==> src/sv/sensor_frame_checker_core_macros.svh <==
// Assertion macros for the checker RTL.
`ifndef SENSOR_FRAME_CHECKER_CORE_MACROS_SVH
`define SENSOR_FRAME_CHECKER_CORE_MACROS_SVH

// Clocked check, quiet while reset is held.
`define SFC_ASSERT(label, prop, msg) \
    label: assert property (@(posedge i_clk) disable iff (!i_rst_n) (prop)) \
        else $error(msg);

// Clocked check that also holds during reset.
`define SFC_ASSERT_ALWAYS(label, prop, msg) \
    label: assert property (@(posedge i_clk) (prop)) else $error(msg);

`endif

==> src/sv/sfc_pkg.sv <==
`timescale 1ns / 1ps
`default_nettype none
package sfc_pkg;

    localparam logic [7:0] HEADER_MARK   = 8'haa;
    localparam logic [7:0] TAIL_MARK     = 8'hbb;
    localparam logic [7:0] TYPE_MARK     = 8'h00;
    localparam int         PAYLOAD_FIRST = 3;
    localparam int         PAYLOAD_DEPTH = 10;

    localparam logic [2:0] ST_OK        = 3'd0;
    localparam logic [2:0] ST_FRAMING   = 3'd1;
    localparam logic [2:0] ST_TYPE      = 3'd2;
    localparam logic [2:0] ST_LENGTH    = 3'd3;
    localparam logic [2:0] ST_CHECKSUM  = 3'd4;

    typedef struct packed {
        logic [7:0] rx_byte;
        logic       chunk_end;
    } t_in_beat;

    typedef struct packed {
        logic [2:0]  status;
        logic [15:0] humidity_raw;
        logic [15:0] temperature_raw;
        logic [15:0] light_raw;
        logic [15:0] gas_raw;
        logic [15:0] soil_raw;
    } t_out_beat;

    typedef struct packed {
        logic     go;
        t_in_beat beat;
    } t_step_req;

endpackage
`default_nettype wire

==> src/sv/sfc_frame_state.sv <==
`timescale 1ns / 1ps
`default_nettype none
module sfc_frame_state
    import sfc_pkg::*;
#(
    parameter int MAX_CHUNK = 50
) (
    input  wire logic      i_clk,
    input  wire logic      i_rst_n,
    input  wire t_step_req i_step,
    output t_out_beat      o_result
);

    localparam int POS_W = $clog2(MAX_CHUNK + 1);

    logic [POS_W-1:0] r_pos, n_pos;
    logic [7:0]       r_first, n_first;
    logic [7:0]       r_type, n_type;
    logic [7:0]       r_len, n_len;
    logic [7:0]       r_prev, n_prev;
    logic [7:0]       r_older, n_older;
    logic [7:0]       r_xor, n_xor;
    logic [7:0]       r_pay [PAYLOAD_DEPTH];
    logic [7:0]       n_pay [PAYLOAD_DEPTH];
    logic [2:0]       status;
    logic [8:0]       len_want;
    logic [7:0]       b;

    assign b = i_step.beat.rx_byte;

    // Byte update: the values a judgement at chunk end is made on.
    always_comb begin
        n_pos   = r_pos;
        n_first = r_first;
        n_type  = r_type;
        n_len   = r_len;
        n_prev  = r_prev;
        n_older = r_older;
        n_xor   = r_xor;
        for (int k = 0; k < PAYLOAD_DEPTH; k++) begin
            n_pay[k] = r_pay[k];
        end
        if (r_pos < POS_W'(MAX_CHUNK)) begin
            if (r_pos == '0) begin
                n_first = b;
            end else begin
                n_xor = r_xor ^ b;
            end
            if (r_pos == POS_W'(1)) n_type = b;
            if (r_pos == POS_W'(2)) n_len = b;
            for (int k = 0; k < PAYLOAD_DEPTH; k++) begin
                if (r_pos == POS_W'(k + PAYLOAD_FIRST)) n_pay[k] = b;
            end
            n_older = r_prev;
            n_prev  = b;
            n_pos   = r_pos + POS_W'(1);
        end
    end

    assign len_want = 9'(n_pos) - 9'd5;

    // Checks in priority order.
    always_comb begin
        if (n_pos < POS_W'(2) || n_first != HEADER_MARK || n_prev != TAIL_MARK) begin
            status = ST_FRAMING;
        end else if (n_type != TYPE_MARK) begin
            status = ST_TYPE;
        end else if (n_pos < POS_W'(5) || len_want != {1'b0, n_len}) begin
            status = ST_LENGTH;
        end else if (n_older != (n_xor ^ n_older ^ n_prev)) begin
            status = ST_CHECKSUM;
        end else begin
            status = ST_OK;
        end
    end

    always_comb begin
        o_result.status = status;
        if (status == ST_OK) begin
            o_result.humidity_raw    = {n_pay[0], n_pay[1]};
            o_result.temperature_raw = {n_pay[2], n_pay[3]};
            o_result.light_raw       = {n_pay[4], n_pay[5]};
            o_result.gas_raw         = {n_pay[6], n_pay[7]};
            o_result.soil_raw        = {n_pay[8], n_pay[9]};
        end else begin
            o_result.humidity_raw    = '0;
            o_result.temperature_raw = '0;
            o_result.light_raw       = '0;
            o_result.gas_raw         = '0;
            o_result.soil_raw        = '0;
        end
    end

    always_ff @(posedge i_clk) begin
        if (!i_rst_n || (i_step.go && i_step.beat.chunk_end)) begin
            // clear at reset and after every chunk end
            r_pos   <= '0;
            r_first <= '0;
            r_type  <= '0;
            r_len   <= '0;
            r_prev  <= '0;
            r_older <= '0;
            r_xor   <= '0;
            for (int k = 0; k < PAYLOAD_DEPTH; k++) begin
                r_pay[k] <= '0;
            end
        end else if (i_step.go) begin
            r_pos   <= n_pos;
            r_first <= n_first;
            r_type  <= n_type;
            r_len   <= n_len;
            r_prev  <= n_prev;
            r_older <= n_older;
            r_xor   <= n_xor;
            for (int k = 0; k < PAYLOAD_DEPTH; k++) begin
                r_pay[k] <= n_pay[k];
            end
        end
    end

endmodule
`default_nettype wire

==> src/sv/sensor_frame_checker_core.sv <==
`timescale 1ns / 1ps
`default_nettype none
// Sensor chunk checker. Takes one received byte per beat, a flag marking the
// last byte of a chunk, and one byte per clock cycle sustained while no last
// byte waits for the output. Each byte sits in an input register and then
// updates the chunk state; the last byte of a chunk produces one result beat
// (status plus five big-endian raw sensor words) in the output register once
// it leaves the input register, which it does not while an earlier result
// beat is still held by the receiver; the input stalls for as long as that
// last byte waits. The cycle is set by the single-pass state update and check
// logic between those two registers. Bytes beyond MAX_CHUNK in a chunk are
// dropped; a failed check reports its status with all sensor words zero.
`include "sensor_frame_checker_core_macros.svh"
module sensor_frame_checker_core
    import sfc_pkg::*;
#(
    parameter int MAX_CHUNK = 50
) (
    input  wire logic     i_clk,
    input  wire logic     i_rst_n,
    input  wire logic     i_in_valid,
    output logic          o_in_stall,
    input  wire t_in_beat i_in_data,
    output logic          o_out_valid,
    input  wire logic     i_out_stall,
    output t_out_beat     o_out_data
);

    logic      r_in_valid;
    t_in_beat  r_in;
    logic      r_out_valid;
    t_out_beat r_out;
    logic      out_free;
    logic      proc_go;
    logic      in_take;
    t_step_req step;
    t_out_beat result;

    assign out_free   = !r_out_valid || !i_out_stall;
    // non-final bytes never need the output slot
    assign proc_go    = r_in_valid && (!r_in.chunk_end || out_free);
    assign o_in_stall = r_in_valid && !proc_go;
    assign in_take    = i_in_valid && !o_in_stall;

    assign step.go   = proc_go;
    assign step.beat = r_in;

    sfc_frame_state #(
        .MAX_CHUNK(MAX_CHUNK)
    ) u_state (
        .i_clk   (i_clk),
        .i_rst_n (i_rst_n),
        .i_step  (step),
        .o_result(result)
    );

    always_ff @(posedge i_clk) begin
        if (!i_rst_n) begin
            r_in_valid <= 1'b0;
        end else if (in_take) begin
            r_in_valid <= 1'b1;
        end else if (proc_go) begin
            r_in_valid <= 1'b0;
        end
    end

    always_ff @(posedge i_clk) begin
        if (in_take) r_in <= i_in_data;
    end

    always_ff @(posedge i_clk) begin
        if (!i_rst_n) begin
            r_out_valid <= 1'b0;
        end else if (proc_go && r_in.chunk_end) begin
            r_out_valid <= 1'b1;
        end else if (!i_out_stall) begin
            r_out_valid <= 1'b0;
        end
    end

    always_ff @(posedge i_clk) begin
        if (proc_go && r_in.chunk_end) r_out <= result;
    end

    assign o_out_valid = r_out_valid;
    assign o_out_data  = r_out;

    `SFC_ASSERT(a_result_from_chunk_end, $rose(r_out_valid) |-> $past(proc_go && r_in.chunk_end), "result beat without a processed chunk end")
    `SFC_ASSERT(a_failed_words_zero, (r_out_valid && r_out.status != ST_OK) |-> (r_out.humidity_raw == '0 && r_out.temperature_raw == '0 && r_out.light_raw == '0 && r_out.gas_raw == '0 && r_out.soil_raw == '0), "failed chunk carries sensor words")
    `SFC_ASSERT(a_held_byte_kept, (r_in_valid && !proc_go) |=> (r_in_valid && $stable(r_in)), "waiting byte lost or overwritten")
    `SFC_ASSERT(a_no_overrun, (r_out_valid && i_out_stall) |-> !(proc_go && r_in.chunk_end), "result overwrites a waiting result")

endmodule
`default_nettype wire

==> config.mk <==
export PLATFORM = sky130hd
export DESIGN_NAME = sensor_frame_checker_core
export DESIGN_NICKNAME = d
export VERILOG_FILES = /design/src/sv/sfc_pkg.sv /design/src/sv/sfc_frame_state.sv /design/src/sv/sensor_frame_checker_core.sv
export VERILOG_INCLUDE_DIRS = /design/src /design/src/sv
export SDC_FILE = /design/constraint.sdc
export NUM_CORES = 1
export LEC_CHECK = 0
export BUFFER_PORTS_ARGS = -buffer_cell sky130_fd_sc_hd__clkbuf_2
export CORE_UTILIZATION = 47
export DETAILED_ROUTE_END_ITERATION = 8
export GPL_ROUTABILITY_DRIVEN = 1
export GPL_TIMING_DRIVEN = 1
export PLACE_DENSITY = 0.68
export SKIP_CTS_REPAIR_TIMING = 1
export SLEW_MARGIN = 15
export SYNTH_ARGS = -nofsm -noshare
export SYNTH_HDL_FRONTEND = slang
export SYNTH_HIERARCHICAL = 1
export SYNTH_SLANG_ARGS = --single-unit
export TNS_END_PERCENT = 10
==> constraint.sdc <==
create_clock -name i_clk -period 5.1 [get_ports i_clk]
set_clock_uncertainty 0.1 [all_clocks]
set_input_delay 0.255 -clock i_clk [delete_from_list [all_inputs] [get_ports i_clk]]
set_output_delay 0.255 -clock i_clk [all_outputs]
set_load 0.005 [all_outputs]
* Word level (Yosys, flattened, before mapping) *
Memories as Yosys holds them, arrays and structs flattened.
Index checks and enable logic that the tools add are counted.

storage, ports and cells
  bits in writable memories = 80
  memories kept = 1
  bits in registers = 148
  input bits = 13
  latch bits = 0
  bits in read-only memories = 0

operators by class
  equal/unequal tests = 17
  shifts and indexed selects = 0
  reduce and logical (&&, ||, !) cells = 20
  div/mod/pow operators = 0
  add/sub/neg operators = 2
  mux-type cells = 45
  $mul = 0
  bitwise logic cells = 13
  $lt $le $gt $ge = 3

memory list
  name           depth  width  read ports  clocked after Yosys merged registers in  write ports  line                   text
  u_state.r_pay  10     8      10          0                                        10           sfc_frame_state.sv:23  logic [7:0] r_pay [PAYLOAD_DEPTH];

operator list
  kind                 count
  $mux 8               30
  $mux 80              1
  $eq 6x4->1 const B   5
  $eq 6x3->1 const B   4
  $xor 8x8->8          3
  $ne 8x8->1 const B   2
  $eq 6x2->1 const B   2
  $mux 3               4
  $or 1x1->1           10
  $mux 1               9
  $ne 9x8->1           1
  $ne 8x8->1           1
  $reduce_bool 8->1    1
  $sub 6x3->7 const B  1
  $add 6x1->6 const B  1
  $eq 6x1->1 const B   1
  $logic_not 1->1      6
  $logic_not 6->1      1
  $logic_or 1x1->1     6
  $lt 6x2->1 const B   1
  $lt 6x3->1 const B   1
  $lt 6x6->1 const B   1
  $mux 6               1
  $logic_and 1x1->1    4
  other kinds (3)      3

* Depth between registers and ports, before layout *
  depth after elaboration = 11
  mapped depth = 14
  depth with buffers taken out = 12

* Modules after synthesis *
The synthesis kept the hierarchy.

by module, submodules not included
  module                     cells each  instances  area each (µm²)
  sfc_frame_state            801         1          7439.6
  sensor_frame_checker_core  103         1          2857.7

* Least setup slack after synthesis *
Ideal clock, no wire load.

  kind = flip-flop to flip-flop
  start point = register r_in[0] (netlist bit)
  end point = register r_out (netlist bit o_out_data[0]) (enable)
  path buffers = 0
  clock period less this slack = 5.132 ns
  arrival = 4.480 ns
  stages on the path, launching flop included = 3
  required time = 4.448 ns
  setup slack = -0.032 ns
  path through = edfxtp_1 nand2_1 a21oi_1

between the ends
  word-level cells in the longest chain between the ends = 4

RTL lines
  element                   line                             text
  start: declaration        sensor_frame_checker_core.sv:30  t_in_beat r_in;
  start signal: assignment  sensor_frame_checker_core.sv:68  if (in_take) r_in <= i_in_data;
  $logic_not 1->1           sensor_frame_checker_core.sv:41  assign proc_go = r_in_valid && (!r_in.chunk_end || out_free);
  $logic_or 1x1->1          sensor_frame_checker_core.sv:41
  $logic_and 1x1->1         sensor_frame_checker_core.sv:41
  $logic_and 1x1->1 *       sensor_frame_checker_core.sv:82  if (proc_go && r_in.chunk_end) r_out <= result;
  end signal: assignment    sensor_frame_checker_core.sv:82
  end: declaration          sensor_frame_checker_core.sv:32  t_out_beat r_out;

Every way passes the cells marked *; elsewhere a longest branch is shown, timed or not.
A chain may end at the register's enable or synchronous reset.

==> out/results.tsv <==
metric	value	unit
status	finished clean	
synth_top_cell_by_area	sky130_fd_sc_hd__edfxtp_1	
worst_r2r_path_depth	13	
crit_family	compound AO/OA/AOI/OAI gates	
synth_seq_area_share	0.595	
synth.cells.most_frequent	sky130_fd_sc_hd__edfxtp_1 (172), sky130_fd_sc_hd__nor2_1 (120), sky130_fd_sc_hd__mux2i_1 (102)	
grt.total_usage	0.204	
die_area	22500	um2
worst_setup_path_startpoint	u_state/r_pos[1]	
worstHoldPathType	flip-flop to flip-flop	
async_flop_share	0	
syn_area	10300	um2
ant_nets	0	
leakage	5.20	nW
worst_setup_hold_path_clk_slew	60	ps
min_period	4130	ps
via_per_inst	5.61	
synth_nets	922	
setup-violations-final	0	
nets	995	
rsz0062_at_grt	no	
final.period_utilization	0.809	
detail_route.drc_violations	0	
crit-reg2reg-capture	o_out_data[82]	
maxSlewViolCount	0	
grt_most_used_layer	met2	
regToRegSetupSlack	970	ps
antennaDiodeCount	0	
layout-area-overhead-vs-synth	14.7	%
drv.max_cap_violation_count	0	
i_o_pin_cnt	98	
routabilityCongestion	0.923	
hold_viol_final	0	
timing.setup.tns	0	ps
critical-path-max-stage-delay	530	ps
wirelength	22.6	mm
yosysMostFrequentCell	sky130_fd_sc_hd__edfxtp_1	
fp.coreArea	21200	um2
critical_path_buf_inv_count	2	
antenna_found_initial	0	
multi_input_logic_area	3810	um2
cts.sink_count	220	
grt_max_degree	84	
syn_area_per_cell	11.4	um2
irDropWorstVdd	0.000168	V
maxSlewHeadroom	0.275	
ys.warnings.count	6	
place_hpwl	13.6	mm
globalRouteMet1Util	0.270	
crit_path_max_fanout	81	
setup.worst_path.start_class	flip-flop	
grt_first_pass_wirelength	35.7	mm
detailedRoute.firstPassIterationCount	6	
ctsRootBufferMaster	sky130_fd_sc_hd__clkbuf_16	
critPathKind	flip-flop to flip-flop	
syn_inst	904	
met3_usage	0.0265	
synth_enable_flop_cells	172	
critical-path-top-cell-by-count	sky130_fd_sc_hd__ha_1	
slowest_stage	sky130_fd_sc_hd__dfxtp_1	
cp.required	5340	ps
critical_path.cell_chain	inv_1 > ha_1 > a2bb2oi_1 > ha_1 > nor2b_1 > o211ai_1 > nand2_1 > xnor2_1 > a2111oi_2 > nand3_1 > nor3_4 > buf_4 > nor4b_2	
drive_above_1_share	0.166	
vias_in_the_first_global_route	6803	
synth_cell_types	58	
fillerInstances	1782	
insertion_delay_to_the_later_sink_of_the_worst_skew_pair	510	ps
yosys_most_used_dff	sky130_fd_sc_hd__edfxtp_1	
report.power.total	0.00398	W
numCtsBuffers	23	
postSynthRegisterBits	220	
gr-total-overflow	0	
start_util	0.485	
power_per_cell_area	337	nW/um2
post_drt_wl_per_cell	17.8	um
tightest_slew	1090	ps
cts_tree	yes	
grt_util_met2	0.331	
drt_iter0_drc	630	
ff_latch_area	6130	um2
dieHeight	150	um
placed_cells	1214	
port_buffers	97	
cts_max_level	1	
final-instance-count-excl-fill	1269	
r2r-start	u_state/r_pos[1]	
highest_clock_frequency_the_design_can_meet	0.242	GHz
synthTopCellsByArea	sky130_fd_sc_hd__edfxtp_1 (50%), sky130_fd_sc_hd__mux2i_1 (9.9%), sky130_fd_sc_hd__dfxtp_1 (9.3%), sky130_fd_sc_hd__and3_1 (4.9%), sky130_fd_sc_hd__nor2_1 (4.4%)	
cp.arrival	4370	ps
netlist.area_leader.share	0.502	
num_rows	53	
die_w	150	um
vias	7122	
stages_on_worst_setup_path	13	
fin_worst_hold_slack	357	ps
worst_setup_path_end_kind	flip-flop	
timing.critical_path.to	o_out_data[82]	
ctsLongestPathBuffers	3	
==> how the worst min path moves through the flow <==
stage                                   from  slack [ps]                 end  cells past startpoint
after floorplan                 i_in_data[0]         250             r_in[0]                      0
after global placement          i_in_data[8]         330             r_in[8]                      1
after detailed placement        i_in_data[8]         330             r_in[8]                      1
after CTS                       i_in_data[2]        -190             r_in[2]                      1
after global routing            i_in_data[8]         360             r_in[8]                      2
final                     u_state/r_first[0]         360  u_state/r_first[0]                      2
==> metrics by stage <==
stage / worst slack (ps) / utilization / instance area [um2]
floorplan: 1780 / - / 10300
global placement: 1180 / 0.515 / 10900
detailed placement: 1020 / 0.515 / 10900
CTS: 966 / 0.550 / 11700
global route: 679 / 0.556 / 11800
finish: 972 / 0.556 / 11800
==> worst register-to-register path, delay by kind of cell (launching register included) <==
kind,cells,cell delay [ps]
adders and majority gates,2,660
AOI/OAI and AO/OA,3,980
xor gates and xnor gates,1,150
and+or+nand+nor,5,890
DFF,1,530
buffers and inverters,2,650
==> kinds of logic after synthesis <==
logic type	share of synthesized area
xor+xnor	0.0169
flops	0.595
fa+ha+maj	0.00608
buf+inv	0.0412
simple gates	0.190
mux	0.100
compound gates	0.0508
==> per-layer routing <==
layer  vias up  part of all wire
met5         -                 0
met4         0             0.033
met3        49             0.070
met2       250              0.47
met1      3393              0.43
li1       3430                 -
==> cell type report <==
class | count | share of cell area
Sequential cell | 220 | 0.519
Multi-Input combinational cell | 595 | 0.322
Timing Repair Buffer | 127 | 0.0629
Clock buffer | 25 | 0.0502
Tap cell | 275 | 0.0291
Clock inverter | 17 | 0.0134
Inverter | 10 | 0.00318
==> where the power goes <==
| group | internal, W | total [W] | switching [W] | leakage, nW |
|---|---|---|---|---|
| sequential | 0.00199 | 0.00203 | 0.0000422 | 2.17 |
| clock | 0.000988 | 0.00165 | 0.000666 | 0.366 |
| combinational | 0.0000876 | 0.000288 | 0.000201 | 2.66 |
| total | 0.00307 | 0.00398 | 0.000909 | 5.20 |
==> state kept, by name, indices dropped and copies added, names as in the netlist <==
register and cells:
u_state/r_type 8, u_state/r_len 8, u_state/r_pay 80, o_out_data 83, u_state/r_prev 8, u_state/r_first 8
r_in_valid 1, u_state/r_xor 8, u_state/r_pos 6, r_in 9, o_out_valid 1
==> layout by cell type (no fill, tap or decap), types with 3 or more instances in the layout <==
cell	synthesis	routed
sky130_fd_sc_hd__edfxtp_1	172	172
sky130_fd_sc_hd__nor2_1	120	120
sky130_fd_sc_hd__mux2i_1	102	102
sky130_fd_sc_hd__clkbuf_2	0	97
sky130_fd_sc_hd__nor3_1	86	86
sky130_fd_sc_hd__and3_1	81	81
sky130_fd_sc_hd__nand2_1	64	62
sky130_fd_sc_hd__dfxtp_1	48	48
sky130_fd_sc_hd__clkbuf_16	0	23
sky130_fd_sc_hd__a21oi_1	24	23
sky130_fd_sc_hd__buf_4	4	17
sky130_fd_sc_hd__nand3_1	16	16
sky130_fd_sc_hd__dlygate4sd3_1	0	13
sky130_fd_sc_hd__inv_1	10	10
sky130_fd_sc_hd__xor2_1	10	10
sky130_fd_sc_hd__xnor2_1	8	8
sky130_fd_sc_hd__clkinv_1	0	7
sky130_fd_sc_hd__a22oi_1	6	6
sky130_fd_sc_hd__o21ai_0	5	5
sky130_fd_sc_hd__ha_1	5	5
sky130_fd_sc_hd__nor2b_1	4	4
sky130_fd_sc_hd__clkinv_2	0	4
sky130_fd_sc_hd__a21boi_0	3	3
sky130_fd_sc_hd__bufinv_16	0	3
sky130_fd_sc_hd__o211ai_1	3	3
sky130_fd_sc_hd__nor4_1	3	3
sky130_fd_sc_hd__and2_1	3	3
sky130_fd_sc_hd__a221oi_1	3	3
sky130_fd_sc_hd__nand2b_1	3	3
sky130_fd_sc_hd__nand4b_1	3	3
sky130_fd_sc_hd__a211oi_1	3	3
No activity file was read; power rests on OpenSTA's default activity.
